<file path="config.mk">
export PLATFORM = sky130hd
export DESIGN_NAME = tcp_timestamp_option_parser
export DESIGN_NICKNAME = d
export VERILOG_FILES = /design/src/rtl/tcptsp_pkg.sv /design/src/rtl/tcp_timestamp_option_parser.sv
export SDC_FILE = /design/constraint.sdc
export NUM_CORES = 1
export LEC_CHECK = 0
export ABC_AREA = 1
export BUFFER_PORTS_ARGS = -buffer_cell sky130_fd_sc_hd__buf_2
export CAP_MARGIN = 10
export CORE_ASPECT_RATIO = 0.8
export CORE_UTILIZATION = 54
export CTS_CLUSTER_DIAMETER = 200
export DETAILED_ROUTE_END_ITERATION = 8
export PLACE_DENSITY = 0.84
export RECOVER_POWER = 100
export SLEW_MARGIN = 5
export SYNTH_ARGS = -nofsm -noshare
export SYNTH_HDL_FRONTEND = slang
export SYNTH_SLANG_ARGS = --single-unit
</file>
<file path="constraint.sdc">
create_clock -name clk -period 4.8 [get_ports clk]
set_clock_uncertainty 0.05 [all_clocks]
set_input_delay 0.96 -clock clk [delete_from_list [all_inputs] [get_ports clk]]
set_output_delay 0.96 -clock clk [all_outputs]
set_load 0.02 [all_outputs]
</file>
<file path="src/rtl/tcptsp_pkg.sv">
package tcptsp_pkg;

  // Longest TCP option area: a 60-byte header less the 20-byte fixed part.
  localparam int unsigned MAX_OPTION_BYTES = 40;
  localparam int unsigned LEN_W            = 6;

  localparam logic [7:0] KIND_EOL   = 8'd0;
  localparam logic [7:0] KIND_NOP   = 8'd1;
  localparam logic [7:0] KIND_TS    = 8'd8;
  localparam logic [7:0] TS_OPT_LEN = 8'd10;

  // Number of body bytes in a timestamp option (TSval then TSecr).
  localparam logic [3:0] TS_BODY_BYTES  = 4'd8;
  localparam logic [3:0] TS_VALUE_BYTES = 4'd4;

  typedef logic [1:0] status_t;
  localparam status_t ST_FOUND = 2'd0;
  localparam status_t ST_NONE  = 2'd1;
  localparam status_t ST_BAD   = 2'd2;

  typedef enum logic [5:0] {
    PH_KIND      = 6'b000001,
    PH_LEN_OTHER = 6'b000010,
    PH_LEN_TS    = 6'b000100,
    PH_SKIP      = 6'b001000,
    PH_TS        = 6'b010000,
    PH_DONE      = 6'b100000
  } phase_t;

endpackage

</file>
<file path="src/rtl/tcp_timestamp_option_parser.sv">
// TCP timestamp option parser.
//
// The input channel carries one byte of a segment's TCP option area per
// request, in wire order. The request that carries in_first also carries
// in_area_len, the option area length (saturated at 40). The request that
// carries in_last produces exactly one result request on the out_ channel:
// a status (found, none, malformed) and the TSval and TSecr fields, which
// are zero unless the timestamp option was found.
//
// Each byte is parsed in the cycle it is accepted; the parse state is
// updated at that edge and, on a last byte, the result register is loaded
// at the same edge, so out_valid rises in the cycle after the last byte.
// Throughput is one byte per cycle while in_ready is high.
//
// The result register acts as the output stage, and in_ready is
// !out_valid | out_ready. While a result waits and the receiver stalls, no
// byte is accepted, so the waiting result is never overwritten; when the
// receiver takes the result, a new byte is accepted in the same cycle.
// Reset (rst_n low, synchronous) clears the parse state to "expect option
// kind" with no area left, and drops out_valid.
module tcp_timestamp_option_parser
  import tcptsp_pkg::*;
(
  input  logic        clk,
  input  logic        rst_n,
  input  logic        in_valid,
  output logic        in_ready,
  input  logic [7:0]  in_opt_byte,
  input  logic        in_first,
  input  logic [5:0]  in_area_len,
  input  logic        in_last,
  output logic        out_valid,
  input  logic        out_ready,
  output logic [1:0]  out_status,
  output logic [31:0] out_ts_value,
  output logic [31:0] out_ts_echo
);

  localparam logic [LEN_W-1:0] MAX_LEN = LEN_W'(MAX_OPTION_BYTES);

  // Parse state.
  phase_t            phase_r, phase_nxt;
  logic [LEN_W-1:0]  bytes_left_r, bytes_left_nxt;
  logic [LEN_W-1:0]  skip_r, skip_nxt;
  logic [3:0]        cidx_r, cidx_nxt;
  logic [31:0]       value_r, value_nxt;
  logic [31:0]       echo_r, echo_nxt;
  status_t           outcome_r, outcome_nxt;

  // Result register.
  logic              out_valid_r, out_valid_nxt;
  status_t           out_status_r;
  logic [31:0]       out_ts_value_r;
  logic [31:0]       out_ts_echo_r;

  // State as seen by the byte after a possible first-byte clear.
  phase_t            ph_cur;
  logic [LEN_W-1:0]  bl_cur;
  logic [LEN_W-1:0]  skip_cur;
  logic [3:0]        cidx_cur;
  logic [31:0]       value_cur;
  logic [31:0]       echo_cur;
  status_t           outcome_cur;

  logic              accept;
  logic [6:0]        room;
  logic [LEN_W-1:0]  skip_dec;
  logic [3:0]        cidx_inc;
  status_t           res_status;
  logic [31:0]       res_value;
  logic [31:0]       res_echo;

  assign in_ready = !out_valid_r || out_ready;
  assign accept   = in_valid && in_ready;

  always_comb begin
    ph_cur      = phase_r;
    bl_cur      = bytes_left_r;
    skip_cur    = skip_r;
    cidx_cur    = cidx_r;
    value_cur   = value_r;
    echo_cur    = echo_r;
    outcome_cur = outcome_r;
    if (in_first) begin
      ph_cur      = PH_KIND;
      bl_cur      = (in_area_len > MAX_LEN) ? MAX_LEN : in_area_len;
      skip_cur    = '0;
      cidx_cur    = '0;
      value_cur   = '0;
      echo_cur    = '0;
      outcome_cur = ST_NONE;
    end
  end

  // A length byte may span the remaining area plus the kind byte before it.
  assign room     = {1'b0, bl_cur} + 7'd1;
  assign skip_dec = skip_cur - LEN_W'(1);
  assign cidx_inc = cidx_cur + 4'd1;

  always_comb begin
    phase_nxt      = ph_cur;
    bytes_left_nxt = bl_cur;
    skip_nxt       = skip_cur;
    cidx_nxt       = cidx_cur;
    value_nxt      = value_cur;
    echo_nxt       = echo_cur;
    outcome_nxt    = outcome_cur;

    if (bl_cur != '0) begin
      bytes_left_nxt = bl_cur - LEN_W'(1);
      case (ph_cur)
        PH_KIND: begin
          if (in_opt_byte == KIND_EOL) begin
            outcome_nxt = ST_NONE;
            phase_nxt   = PH_DONE;
          end else if (in_opt_byte == KIND_NOP) begin
            phase_nxt = PH_KIND;
          end else if (bl_cur < LEN_W'(2)) begin
            outcome_nxt = ST_BAD;
            phase_nxt   = PH_DONE;
          end else begin
            phase_nxt = (in_opt_byte == KIND_TS) ? PH_LEN_TS : PH_LEN_OTHER;
          end
        end
        PH_LEN_OTHER, PH_LEN_TS: begin
          if (in_opt_byte < 8'd2 || in_opt_byte > {1'b0, room}) begin
            outcome_nxt = ST_BAD;
            phase_nxt   = PH_DONE;
          end else if (ph_cur == PH_LEN_TS) begin
            if (in_opt_byte != TS_OPT_LEN) begin
              outcome_nxt = ST_BAD;
              phase_nxt   = PH_DONE;
            end else begin
              cidx_nxt  = '0;
              value_nxt = '0;
              echo_nxt  = '0;
              phase_nxt = PH_TS;
            end
          end else begin
            // The length is at most 41 here, so its low bits suffice.
            skip_nxt  = in_opt_byte[LEN_W-1:0] - LEN_W'(2);
            phase_nxt = (in_opt_byte == 8'd2) ? PH_KIND : PH_SKIP;
          end
        end
        PH_SKIP: begin
          skip_nxt = skip_dec;
          if (skip_dec == '0) begin
            phase_nxt = PH_KIND;
          end
        end
        PH_TS: begin
          if (cidx_cur < TS_VALUE_BYTES) begin
            value_nxt = {value_cur[23:0], in_opt_byte};
          end else begin
            echo_nxt = {echo_cur[23:0], in_opt_byte};
          end
          cidx_nxt = cidx_inc;
          if (cidx_inc >= TS_BODY_BYTES) begin
            outcome_nxt = ST_FOUND;
            phase_nxt   = PH_DONE;
          end
        end
        default: begin
          // Decision made: remaining bytes are only counted off.
        end
      endcase
    end

    // The status reflects the state after this byte has been parsed.
    case (phase_nxt)
      PH_DONE: res_status = outcome_nxt;
      PH_KIND: res_status = ST_NONE;
      default: res_status = ST_BAD;
    endcase

    // On a found result the values are those after this byte's parse step.
    res_value = (res_status == ST_FOUND) ? value_nxt : '0;
    res_echo  = (res_status == ST_FOUND) ? echo_nxt : '0;

    // A last byte closes the area and returns the parser to idle.
    if (in_last) begin
      phase_nxt      = PH_KIND;
      bytes_left_nxt = '0;
      skip_nxt       = '0;
      cidx_nxt       = '0;
      value_nxt      = '0;
      echo_nxt       = '0;
      outcome_nxt    = ST_NONE;
    end
  end

  always_comb begin
    out_valid_nxt = out_valid_r;
    if (accept && in_last) begin
      out_valid_nxt = 1'b1;
    end else if (out_ready) begin
      out_valid_nxt = 1'b0;
    end
  end

  always_ff @(posedge clk) begin
    if (!rst_n) begin
      phase_r      <= PH_KIND;
      bytes_left_r <= '0;
      skip_r       <= '0;
      cidx_r       <= '0;
      value_r      <= '0;
      echo_r       <= '0;
      outcome_r    <= ST_NONE;
      out_valid_r  <= 1'b0;
    end else begin
      out_valid_r <= out_valid_nxt;
      if (accept) begin
        phase_r      <= phase_nxt;
        bytes_left_r <= bytes_left_nxt;
        skip_r       <= skip_nxt;
        cidx_r       <= cidx_nxt;
        value_r      <= value_nxt;
        echo_r       <= echo_nxt;
        outcome_r    <= outcome_nxt;
      end
    end
  end

  // Result payload needs no reset; it is qualified by out_valid.
  always_ff @(posedge clk) begin
    if (accept && in_last) begin
      out_status_r   <= res_status;
      out_ts_value_r <= res_value;
      out_ts_echo_r  <= res_echo;
    end
  end

  assign out_valid    = out_valid_r;
  assign out_status   = out_status_r;
  assign out_ts_value = out_ts_value_r;
  assign out_ts_echo  = out_ts_echo_r;

  // A last byte always yields a result in the next cycle.
  a_last_gives_result: assert property (@(posedge clk) disable iff (!rst_n)
    accept && in_last |=> out_valid_r)
    else $error("last byte did not produce a result");

  // Only a found result carries nonzero timestamp fields.
  a_zero_unless_found: assert property (@(posedge clk) disable iff (!rst_n)
    out_valid_r && out_status_r != ST_FOUND |-> out_ts_value_r == '0 && out_ts_echo_r == '0)
    else $error("timestamp fields set on a result that is not found");

  // The remaining area never exceeds the longest option area.
  a_area_bound: assert property (@(posedge clk) disable iff (!rst_n)
    bytes_left_r <= MAX_LEN)
    else $error("bytes left above the option area limit");

  // While skipping, there is always at least one body byte still to skip.
  a_skip_nonzero: assert property (@(posedge clk) disable iff (!rst_n)
    phase_r == PH_SKIP |-> skip_r != '0)
    else $error("skip phase with nothing left to skip");

  // Capture never runs past the eight timestamp body bytes.
  a_capture_bound: assert property (@(posedge clk) disable iff (!rst_n)
    phase_r == PH_TS |-> cidx_r < TS_BODY_BYTES)
    else $error("timestamp capture index out of range");

endmodule

</file>
# Word-level counts from Yosys, hierarchy flattened
# Index checks and enable logic that the tools add are counted.
totals:
  latch_bits: 0
  ramBits: 0
  ff_bits: 155
  wordCells: 105
  mem_bits_ro: 0
  n_memories: 0
op_classes:
  muxes: 61
  add_sub_neg: 5
  order_cmp: 6
  eq_ne: 11
  shifts: 0
  mul: 0
  reduce_logical: 11
  bitwise_logic: 0
  div_mod_pow: 0
op_table:
  columns: ["op", "count"]
  rows:
  - ["32-bit two-way mux", 14]
  - ["32-bit case mux with 2 select lines", 2]
  - ["6-bit two-way mux", 20]
  - ["4-bit two-way mux", 7]
  - ["6-bit case mux with 4 select lines", 1]
  - ["2-bit two-way mux", 10]
  - ["6-bit by 1-bit equality test with 1-bit output, second input constant", 2]
  - ["6-bit case mux with 2 select lines", 1]
  - ["6-bit by 1-bit subtractor with 6-bit output, second input constant", 2]
  - ["8-bit by 1-bit equality test with 1-bit output, second input constant", 1]
  - ["8-bit by 2-bit equality test with 1-bit output, second input constant", 1]
  - ["8-bit by 4-bit equality test with 1-bit output, second input constant", 1]
  - ["8-bit by 7-bit > comparator with 1-bit output", 1]
  - ["8-bit logical NOT", 1]
  - ["8-bit by 2-bit less-than comparator with 1-bit output, second input constant", 1]
  - ["8-bit by 4-bit != test with 1-bit output, second input constant", 1]
  - ["4-bit case mux with 2 select lines", 1]
  - ["6-bit by 1-bit adder with 7-bit output, second input constant", 1]
  - ["6-bit by 2-bit equality test with 1-bit output, second input constant", 1]
  - ["6-bit by 3-bit equality test with 1-bit output, second input constant", 1]
  - ["6-bit by 4-bit equality test with 1-bit output, second input constant", 1]
  - ["6-bit by 5-bit equality test with 1-bit output, second input constant", 1]
  - ["6-bit equality test, second input constant", 1]
  - ["6-bit > comparator, second input constant", 1]
  - ["other kinds (17)", 20]

# Longest topological paths before layout
# Gate-level depths: netlist of the first run.
depth:
  depth_word: 12
  mapped_depth: 25
  mapped_depth_nobuf: 24

# Worst setup path after synthesis of the first run
# OpenSTA, ideal clock, no wires.
synth_timing:
  path_kind: "input-to-reg"
  start: "in out_ready"
  end: "reg phase_r[0]"
  arrival_time_ps: 4746
  t_required_ps: 4664
  slack_ps: -81
  cell_stages: 6
  path_cell_list: "inv_1 nand2_1 nand2_1 nor2_1 inv_1 o211ai_1"
synth_between:
  elab_chain_cells: 2
synth_rtl:
  columns: ["element", "line", "text"]
  rows:
  - ["from (decl)", "tcp_timestamp_option_parser.sv:33", "input logic out_ready,"]
  - ["1-bit logical OR", "tcp_timestamp_option_parser.sv:73", "assign in_ready = !out_valid_r || out_ready;"]
  - ["net in_ready", "tcp_timestamp_option_parser.sv:27", "output logic in_ready,"]
  - ["1-bit logical AND", "tcp_timestamp_option_parser.sv:74", "assign accept = in_valid && in_ready;"]
  - ["to (signal assigned)", "tcp_timestamp_option_parser.sv:214", "phase_r <= phase_nxt;"]
  - ["to (decl)", "tcp_timestamp_option_parser.sv:42", "phase_t phase_r, phase_nxt;"]
# The timed path passes the listed nets, and every way through them passes these cells.
# A chain may end at the register's enable or synchronous reset.

# Worst setup path in the final report of the first run
layout_timing:
  start: "in in_area_len[1]"
  end: "reg out_ts_value_r[17] (netlist: out_ts_value[17]) (data pin)"
layout_between:
  elab_chain_cells: 12
  elab_cells_between_ends: 27
layout_rtl:
  columns: ["element", "line", "text"]
  rows:
  - ["from (decl)", "tcp_timestamp_option_parser.sv:30", "input logic [5:0] in_area_len,"]
  - ["6-bit > comparator", "tcp_timestamp_option_parser.sv:86", "bl_cur = (in_area_len > MAX_LEN) ? MAX_LEN : in_area_len;"]
  - ["6-bit two-way mux *", "tcp_timestamp_option_parser.sv:86", null]
  - ["6-bit two-way mux *", "tcp_timestamp_option_parser.sv:84", "if (in_first) begin"]
  - ["6-bit by 1-bit adder with 7-bit output or 6-bit by 2-bit less-than comparator with 1-bit output (tied branches)", "tcp_timestamp_option_parser.sv:96, tcp_timestamp_option_parser.sv:118", null]
  - ["8-bit by 7-bit > comparator with 1-bit output or 6-bit two-way mux (tied branches)", "tcp_timestamp_option_parser.sv:126, tcp_timestamp_option_parser.sv:118", null]
  - ["1-bit logical OR or 6-bit two-way mux (tied branches)", "tcp_timestamp_option_parser.sv:126, tcp_timestamp_option_parser.sv:116", null]
  - ["6-bit two-way mux, on equally long branches", "tcp_timestamp_option_parser.sv:126, tcp_timestamp_option_parser.sv:113", null]
  - ["6-bit case mux with 4 select lines", "tcp_timestamp_option_parser.sv:111", "case (ph_cur)"]
  - ["6-bit two-way mux", "tcp_timestamp_option_parser.sv:109", "if (bl_cur != '0) begin"]
  - ["6-bit by 1-bit equality test with 1-bit output or 6-bit equality test (tied branches)", "tcp_timestamp_option_parser.sv:170", "case (phase_nxt)"]
  - ["2-bit case mux with 2 select lines", "tcp_timestamp_option_parser.sv:170", null]
  - ["2-bit logical NOT", "tcp_timestamp_option_parser.sv:177", "res_value = (res_status == ST_FOUND) ? value_nxt : '0;"]
  - ["to (signal assigned)", "tcp_timestamp_option_parser.sv:229", "out_ts_value_r <= res_value;"]
  - ["to (decl)", "tcp_timestamp_option_parser.sv:53", "logic [31:0] out_ts_value_r;"]
# Mark *: on every way between the ends. The rest lies on a longest branch, timed or not.

==> impl_metrics.ini, run 1 <==
[power_and_ir_drop]
powerDensity_mw_per_mm2 = 309
ir_worst_vdd_mv = 0.225
p_leak_nw = 3.72

[routing]
drt_wl_total_mm = 22.9
drtAntennaViolNets = 0
dr.pass1.iters = 6
dr.first_iter.drc_count = 1230
drcViolationCount = 0
wl_per_cell_um = 15.1
avgViaCountPerCell = 5.55
vias = 8430

[clocking]
cts_hold_buf = 0
clockBufferDepth = 2
cts_tree = yes
cts_resized = 0
clk_latency_ns = 0.42
htreeDepth = 4
numCtsBuffers = 17
post_cts_buffers = 0
numClockSinks = 155
clk_pin_slew_ns = 0.06
cts_root_buf = clkbuf_16

[layout]
layout-drive-gt1-share_pct = 10.1
nets = 1324
diodes = 0
instances_no_fill = 1518
area_growth_pct = 11.3

[setup_path]
crit_path_end_kind = register
cp_max_fo = 14
worst_setup_path_start_kind = input pin
critPathRequiredTime_ns = 4.92
crit_type = in -> reg
worst_ep_arrival_time_ns = 4.44

[grt]
grt_pass1_vias = 7115
grt_usage_pct = 27.9
grt_max_degree = 89
grt-ovfl-total = 0
grt_pass1_wl_mm = 36.1
antenna_found_initial = 0

[yosys]
synth_cell_type_count = 38
avgSynthCellArea_um2 = 7.19
ys_async_sr_fraction_pct = 0
yosys-top-cells-count = nand2_1, inv_1, a21oi_1, dfxtp_1, nor2_1
synth_top_area_share_pct = 22.5
netlist_area_mm2 = 0.00882
syn_nets = 1261
ys_ff_latch = 155
synth_cells = 1227
synth.largest_area_cell = edfxtp_1
synth_warnings = 0
synth_area_leaders = edfxtp_1, dfxtp_1, nand2_1
ys_seq_area_share_pct = 42.7
synth-edff-count = 66
yosys.cell_count.top_type = nand2_1
synth_ff_type = dfxtp_1

[sta]
slew_headroom_pct = -47.1
final.setup.tns_ns = 0
timing.fmax_ghz = 0.232
setup_viol = 0
period_minus_slack_ns = 4.32
tightest_slew_ns = 2.20
rsz0062_at_grt = no
period_share_pct = 89.9
hold_violations = 0
slew_viol_final = 28

[hold_path]
hold_class = reg -> reg

[floorplan]
core_area_mm2 = 0.0159
die_y_um = 116
die_area_mm2 = 0.0169
io_pins = 88
num_rows = 41
die_w_um = 145
initial_core_util_pct = 55.6

[place]
dp.cells = 1486
gp_congestion = 1.00
dp_hpwl_mm = 14.8
io_buffer_count = 87

[outcome]
violations = capacitance limit, slew limit
status = finished, violations left

[run]
cap_violations = 1
-- final cells by class --
class                   count  area [µm²]
flip-flops and latches    155        3760
fillers                  1410        6030
clock inverters            13         116
multi-input cells         874        4200
clock buffers              19         443
well taps                 215         269
inverters                 130         489
repair buffers            112         543
-- worst max-delay path, cell delays in order --
cell	delay (ns)
buf_2	0.10
nor2_1	0.07
nand2_1	0.05
nand2_1	0.09
nand4_1	0.08
o21ai_0	0.18
ha_1	0.26
nand3_1	0.12
or3_1	0.34
ha_1	0.18
or2_2	0.26
nor2_1	0.10
nand2_1	0.06
nand2_1	0.12
nand2_1	0.08
nor3_1	0.24
nand3_1	0.17
nand3_1	0.12
nor2_1	0.09
nand4_4	0.25
clkbuf_1	0.44
nor2_2	0.05
-- stage by stage --
| step | power (mW) | setup slack (ns) | hold WS (ns) | util, % | instance area [µm²] |
|---|---|---|---|---|---|
| 3_3_place_gp | 1.79 | 0.391 | 0.401 | 59.5 | 9440 |
| 2_1_floorplan | 1.69 | 0.674 | 0.391 | - | 8820 |
| 6_report | 3.03 | 0.485 | 0.412 | 62.0 | 9820 |
| 4_1_cts | 3.05 | 0.692 | 0.415 | 63.1 | 10000 |
| 3_5_place_dp | 1.79 | 0.259 | 0.405 | 59.5 | 9440 |
| 5_1_grt | 3.14 | 0.143 | 0.432 | 62.0 | 9820 |
-- cell usage in the layout, fill, tap and decap left out, types with 10 or more instances in the layout --
cell type  instances
nand4_1           10
o21ai_0           69
nor2_2            44
ha_1              14
edfxtp_1          66
nand2_1          390
nor2_1           102
clkbuf_1          75
dfxtp_1           89
buf_4             18
a21oi_1           92
o21a_1            13
clkbuf_16         17
inv_1            124
buf_2             18
a22oi_1           12
o22ai_1           47
nand3_1           31
-- layer usage --
layer  up-vias  global-route usage, %  part of all wire, %
li1       4111                      -                    -
met1      3839                   42.4                   46
met2       437                   38.9                   42
met3        43                   6.48                   11
met4         0                   8.00                  1.8
met5         -                      0                    0
-- registers in the layout, summed over array words and instances, names as in the netlist --
name,count
out_status,2
outcome_r,2
bytes_left_r,6
cidx_r,4
out_ts_value,32
skip_r,6
value_r,32
out_valid,1
echo_r,32
phase_r,6
out_ts_echo,32
-- final timing paths --
kind | start | to | slack (ns) | cells after the start
setup reg to reg | bytes_left_r[0]$_SDFFE_PN0P_ | out_ts_value[17]$_SDFFCE_PP0P_ | 0.86 | 18
hold / removal | bytes_left_r[3]$_SDFFE_PN0P_ | bytes_left_r[3]$_SDFFE_PN0P_ | 0.41 | 2
setup / recovery | in_area_len[1] | out_ts_value[17]$_SDFFCE_PP0P_ | 0.48 | 22
hold reg to reg | bytes_left_r[3]$_SDFFE_PN0P_ | bytes_left_r[3]$_SDFFE_PN0P_ | 0.41 | 2
-- logic make-up (layout without fill, tap and decap cells) --
logic type	count (synthesis)	count (layout)	synth area share, %
AOI/OAI and AO/OA	249	249	15.9
xor gates and xnor gates	12	12	1.19
adders and majority gates	14	14	1.99
buffers and inverters	198	274	9.25
DFF	155	155	42.7
and+or+nand+nor	599	599	29.0
-- report_power, final --
group | switching, mW | internal [mW] | total (mW)
logic | 0.262 | 0.0868 | 0.348
clock network | 0.546 | 0.730 | 1.28
registers | 0.0109 | 1.40 | 1.41
Note: power is estimated with default switching activity, not from simulation.
==> run 2, diff against run 1 <==
- CELL_PAD_IN_SITES_DETAIL_PLACEMENT: not set -> 1
- CELL_PAD_IN_SITES_GLOBAL_PLACEMENT: not set -> 1
- CORE_UTILIZATION: 54 -> 39
- PLACE_DENSITY: 0.84 -> 0.83
==> run 2 against run 1 <==
Against the previous run:
- the flow still finishes with violations (capacitance limit, slew limit)
- die area up 38%
- clock power up 5%
- non-clock buffer count up 3
- largest power group unchanged
- count of clock-buffer cells in the layout down 1
- routed wire length up 19%
- global-route usage down 3.4 points
- core utilization down 17 points
- worst setup slack worse by 0.024 ns
- register-to-register slack worse by 0.04 ns
- first-iteration DRC count down 47%
==> impl_metrics.ini, run 2 (synthesized netlist as in run 1, its figures left out) <==
[routing]
dr.first_iter.drc_count = 652
met3_length_mm = 1.31
drt_wl_total_mm = 27.2
wl_met2_mm = 12.7
wl_per_cell_um = 16.9
dr.pass1.iters = 5
avgViaCountPerCell = 5.28
vias = 8487
wl_met1_mm = 12.8
top_layer_used = met4
drtAntennaViolNets = 0
drcViolationCount = 0

[layout]
final_common_cell = nand2_1
instances_no_fill = 1607
area_growth_pct = 12.5
fin_util_pct = 45.4
nets = 1327
layout-drive-gt1-share_pct = 9.34
stdcell_area_mm2 = 0.00992
fillCellCount = 2860
mostFrequentLayoutCells = nand2_1, inv_1, nor2_1, a21oi_1, dfxtp_1

[place]
gp_congestion = 0.889
io_buffer_count = 87
dp_hpwl_mm = 17.9
dp.cells = 1574
dpl_cell_area_mm2 = 0.00959
place_ws_ns = 0.0200

[floorplan]
num_rows = 48
die_area_mm2 = 0.0232
die_y_um = 137
initial_core_util_pct = 40.4
die_w_um = 170
core_area_mm2 = 0.0219
io_pins = 88

[sta]
tightest_slew_ns = 2.19
final.setup.tns_ns = 0
whs_ns = 0.415
slew_viol_final = 23
timing.fmax_ghz = 0.230
setup_viol = 0
hold_violations = 0
period_minus_slack_ns = 4.34
rsz0062_at_grt = no
fin_ws_ns = 0.461
slew_headroom_pct = -46.3
period_share_pct = 90.4

[outcome]
status = finished, violations left
violations = capacitance limit, slew limit

[setup_path]
cp_max_fo = 22
worst_setup_path_start_kind = input pin
critPathRequiredTime_ns = 5.03
worst_ep_arrival_time_ns = 4.57
crit_type = in -> reg
crit_path_end_kind = register

[power_and_ir_drop]
finalPower_mw = 3.11
ir_worst_vdd_mv = 0.196
powerDensity_mw_per_mm2 = 313
p_leak_nw = 3.74

[grt]
antenna_found_initial = 2
grt_pass1_vias = 8537
grt_pass1_wl_mm = 44.1
grt-ovfl-total = 0
grt_usage_pct = 24.4
grt_max_degree = 90

[clocking]
clockBufferDepth = 2
clk_latency_ns = 0.43
cts_tree = yes
cts_hold_buf = 0
post_cts_buffers = 0
clk_pin_slew_ns = 0.07
numClockSinks = 155
htreeDepth = 4
numCtsBuffers = 17
cts_resized = 0
cts_root_buf = clkbuf_16

[hold_path]
hold_class = reg -> reg

[run]
cap_violations = 1
## run 2: changes by cell type in the layout (fill, tap and decap cells not counted), sizes merged
cell,change
inv,+4
clkinv,-3
clkbuf,+2
diode,+1
## run 2: layout make-up
| type | instances | area (µm²) | share of cell area, % |
|---|---|---|---|
| inverters | 130 | 488 | 4.92 |
| multi-input cells | 874 | 4160 | 42.0 |
| clock buffers | 18 | 439 | 4.43 |
| well taps | 300 | 375 | 3.78 |
| flip-flops and latches | 155 | 3760 | 37.9 |
| repair buffers | 115 | 553 | 5.57 |
| diodes | 1 | 2.50 | 0.0252 |
| clock inverters | 14 | 136 | 1.37 |
## run 2: where the power goes
group,switching [mW],internal (mW)
registers,0.0109,1.40
clock network,0.601,0.741
logic,0.271,0.0848
## run 2: final timing paths
kind | startpoint | to | slack (ns) | cells past startpoint
min | echo_r[5]$_SDFFE_PN0P_ | echo_r[5]$_SDFFE_PN0P_ | 0.41 | 2
max | in_area_len[0] | out_ts_value[18]$_SDFFCE_PP0P_ | 0.46 | 25
min reg2reg | echo_r[5]$_SDFFE_PN0P_ | echo_r[5]$_SDFFE_PN0P_ | 0.41 | 2
max reg2reg | bytes_left_r[0]$_SDFFE_PN0P_ | out_ts_value[18]$_SDFFCE_PP0P_ | 0.82 | 21
## run 2: routing by layer
layer	GRT usage, %	vias to the layer above
met1	32.6	4152
li1	-	4120
met4	5.26	0
met5	0	-
met3	4.37	25
met2	41.3	190
## run 2: worst max-delay path: stages
cell and delay (ns):
buf_2 0.10, nor2_1 0.09, nand2_1 0.06, nand2_1 0.09, nand4_1 0.08, o21ai_0 0.23
ha_1 0.28, nand3_1 0.12, or3_1 0.35, ha_1 0.28, nand2_1 0.08, nor2_1 0.13
nand2_1 0.08, nand2_1 0.06, nand2_1 0.11, nand2_1 0.11, nor2_1 0.05, nand2_1 0.06
nand3_1 0.10, nand2_1 0.13, nand3_1 0.11, nor2_1 0.18, nand4_4 0.29, buf_6 0.29
nor2_1 0.13
==> run 3, diff against run 2 <==
- CORE_UTILIZATION: 39 -> 43
- PLACE_DENSITY: 0.83 -> 0.87
- clock period: 4.8 -> 4.3 ns (I/O delays scaled with it)
==> run 3 against run 2 <==
Against the previous run:
- the run still ends with capacitance limit, slew limit left
- combinational power increased by 22%
- core utilization increased by 5.1 points
- via count increased by 1.6%
- global-route usage rose by 3.4 points
- count of clock-buffer cells in the layout decreased by 1
- critical endpoint is now out_ts_value[6]$_SDFFCE_PP0P_
- largest power group unchanged
==> impl_metrics.ini, run 3 (synthesized netlist as in run 1, its figures left out) <==
[floorplan]
die_w_um = 162
io_pins = 88
num_rows = 46
die_area_mm2 = 0.0211
die_y_um = 130
initial_core_util_pct = 44.2
core_area_mm2 = 0.0200

[layout]
stdcell_area_mm2 = 0.0101
multi_input_area_mm2 = 0.00417
instances_no_fill = 1591
final_common_cell = nand2_1
regArea_mm2 = 0.00376
fillCellCount = 2622
diodes = 0
mostFrequentLayoutCells = nand2_1, inv_1, nor2_1, a21oi_1, dfxtp_1
area_growth_pct = 14.3
nets = 1348
layout-drive-gt1-share_pct = 11.2

[clocking]
cts_tree = yes
numCtsBuffers = 17
clk_pin_slew_ns = 0.06
htreeDepth = 4
clockBufferDepth = 2
cts_root_buf = clkbuf_16
clk_latency_ns = 0.43
numClockSinks = 155

[place]
gp_congestion = 0.900
dp_hpwl_mm = 19.1
dpl_cell_area_mm2 = 0.00970
io_buffer_count = 87
dp.cells = 1557

[grt]
gr-usage-met3_pct = 4.23
grt_pass1_wl_mm = 45.6
grt_usage_pct = 27.9
grt_pass1_vias = 8825
met1_usage_pct = 35.5
grt-ovfl-total = 0
busiest_layer = met2
grt_max_degree = 74
antenna_found_initial = 1
grt.met2_usage_pct = 48.2

[setup_path]
critPathRequiredTime_ns = 4.32
path_buf_inv = 3
crit_type = in -> reg
slowest_delay_ns = 1.88
crit_slowest_cell = nor2_1
worstPathCellList = buf_2 > inv_1 > nand2_1 > nand2_2 > nor2_1 > buf_4
worst_ep_arrival_time_ns = 4.13
crit_path_end_kind = register
worst_setup_path_start_kind = input pin
cp_max_fo = 46
crit_family = simple AND/OR/NAND/NOR gates

[routing]
drtAntennaViolNets = 0
drt_wl_total_mm = 28.6
dr.pass1.iters = 5
wl_per_cell_um = 18.0
drcViolationCount = 0
vias = 8621
dr.first_iter.drc_count = 627
avgViaCountPerCell = 5.42

[power_and_ir_drop]
ir_worst_vdd_mv = 0.244
powerDensity_mw_per_mm2 = 347
finalPower_mw = 3.50
p_leak_nw = 3.86

[run]
cap_violations = 1

[hold_path]
hold_class = reg -> reg

[sta]
slew_headroom_pct = -57.8
timing.fmax_ghz = 0.243
setup_viol = 0
hold_violations = 0
rsz0062_at_grt = no
slew_viol_final = 23
tightest_slew_ns = 2.36
period_minus_slack_ns = 4.12
whs_ns = 0.416
period_share_pct = 95.7

[outcome]
violations = capacitance limit, slew limit
status = finished, violations left
[run 3: cell count changes in the layout (fill, tap and decap cells not counted), sizes merged]
| cell | delta |
|---|---|
| clkbuf | -4 |
| diode | -1 |
| clkinv | +1 |
| buf | +24 |
| clkinvlp | +1 |
| inv | -1 |
[run 3: where the power goes]
| part | internal (mW) | switching [mW] | total (mW) | leakage [nW] |
|---|---|---|---|---|
| Combinational | 0.119 | 0.314 | 0.433 | 2.24 |
| Clock | 0.808 | 0.686 | 1.49 | 0.273 |
| Sequential | 1.56 | 0.0125 | 1.57 | 1.35 |
| Total | 2.49 | 1.01 | 3.50 | 3.86 |
[run 3: layout make-up]
class / count / area share, %
Clock buffer: 17 / 4.22
Clock inverter: 15 / 1.39
Inverter: 130 / 4.84
Multi-Input combinational cell: 874 / 41.3
Sequential cell: 155 / 37.3
Tap cell: 264 / 3.28
Timing Repair Buffer: 136 / 7.65
[run 3: layer usage]
metal | routed length, µm | vias to the layer above
met5 | 0 | -
met2 | 13800 | 225
li1 | - | 4163
met1 | 12900 | 4189
met4 | 556 | 0
met3 | 1330 | 44
[run 3: worst min-delay path: stages (launching register included)]
cell and delay [ns]:
dfxtp_1 0.31, nand2_1 0.06, a21oi_1 0.05
[run 3: stage by stage]
step	setup TNS (ns)	setup slack, ns	utilization, %
finish	0	0.185	50.5
global route	0	0.0165	50.5
CTS	0	0.238	51.4
detailed placement	-7.82	-0.178	48.6
global placement	0	0.0654	48.6
floorplan	0	0.274	-
[run 3: path summary, 6_finish.rpt]
check	start	endpoint	slack, ns	cells past startpoint
max	out_ready	out_ts_value[6]$_SDFFCE_PP0P_	0.18	6
min	value_r[31]$_SDFFE_PN0P_	value_r[31]$_SDFFE_PN0P_	0.42	2
max reg2reg	out_valid$_SDFFE_PN0P_	out_ts_value[6]$_SDFFCE_PP0P_	0.40	4
min reg2reg	value_r[31]$_SDFFE_PN0P_	value_r[31]$_SDFFE_PN0P_	0.42	2
[run 3: timing repair]
action / in CTS / in global routing
setup endpoints to repair: 0 / 64
setup buffers: 0 / 1
hold buffers: 0 / 0
gates resized for setup: 0 / 4
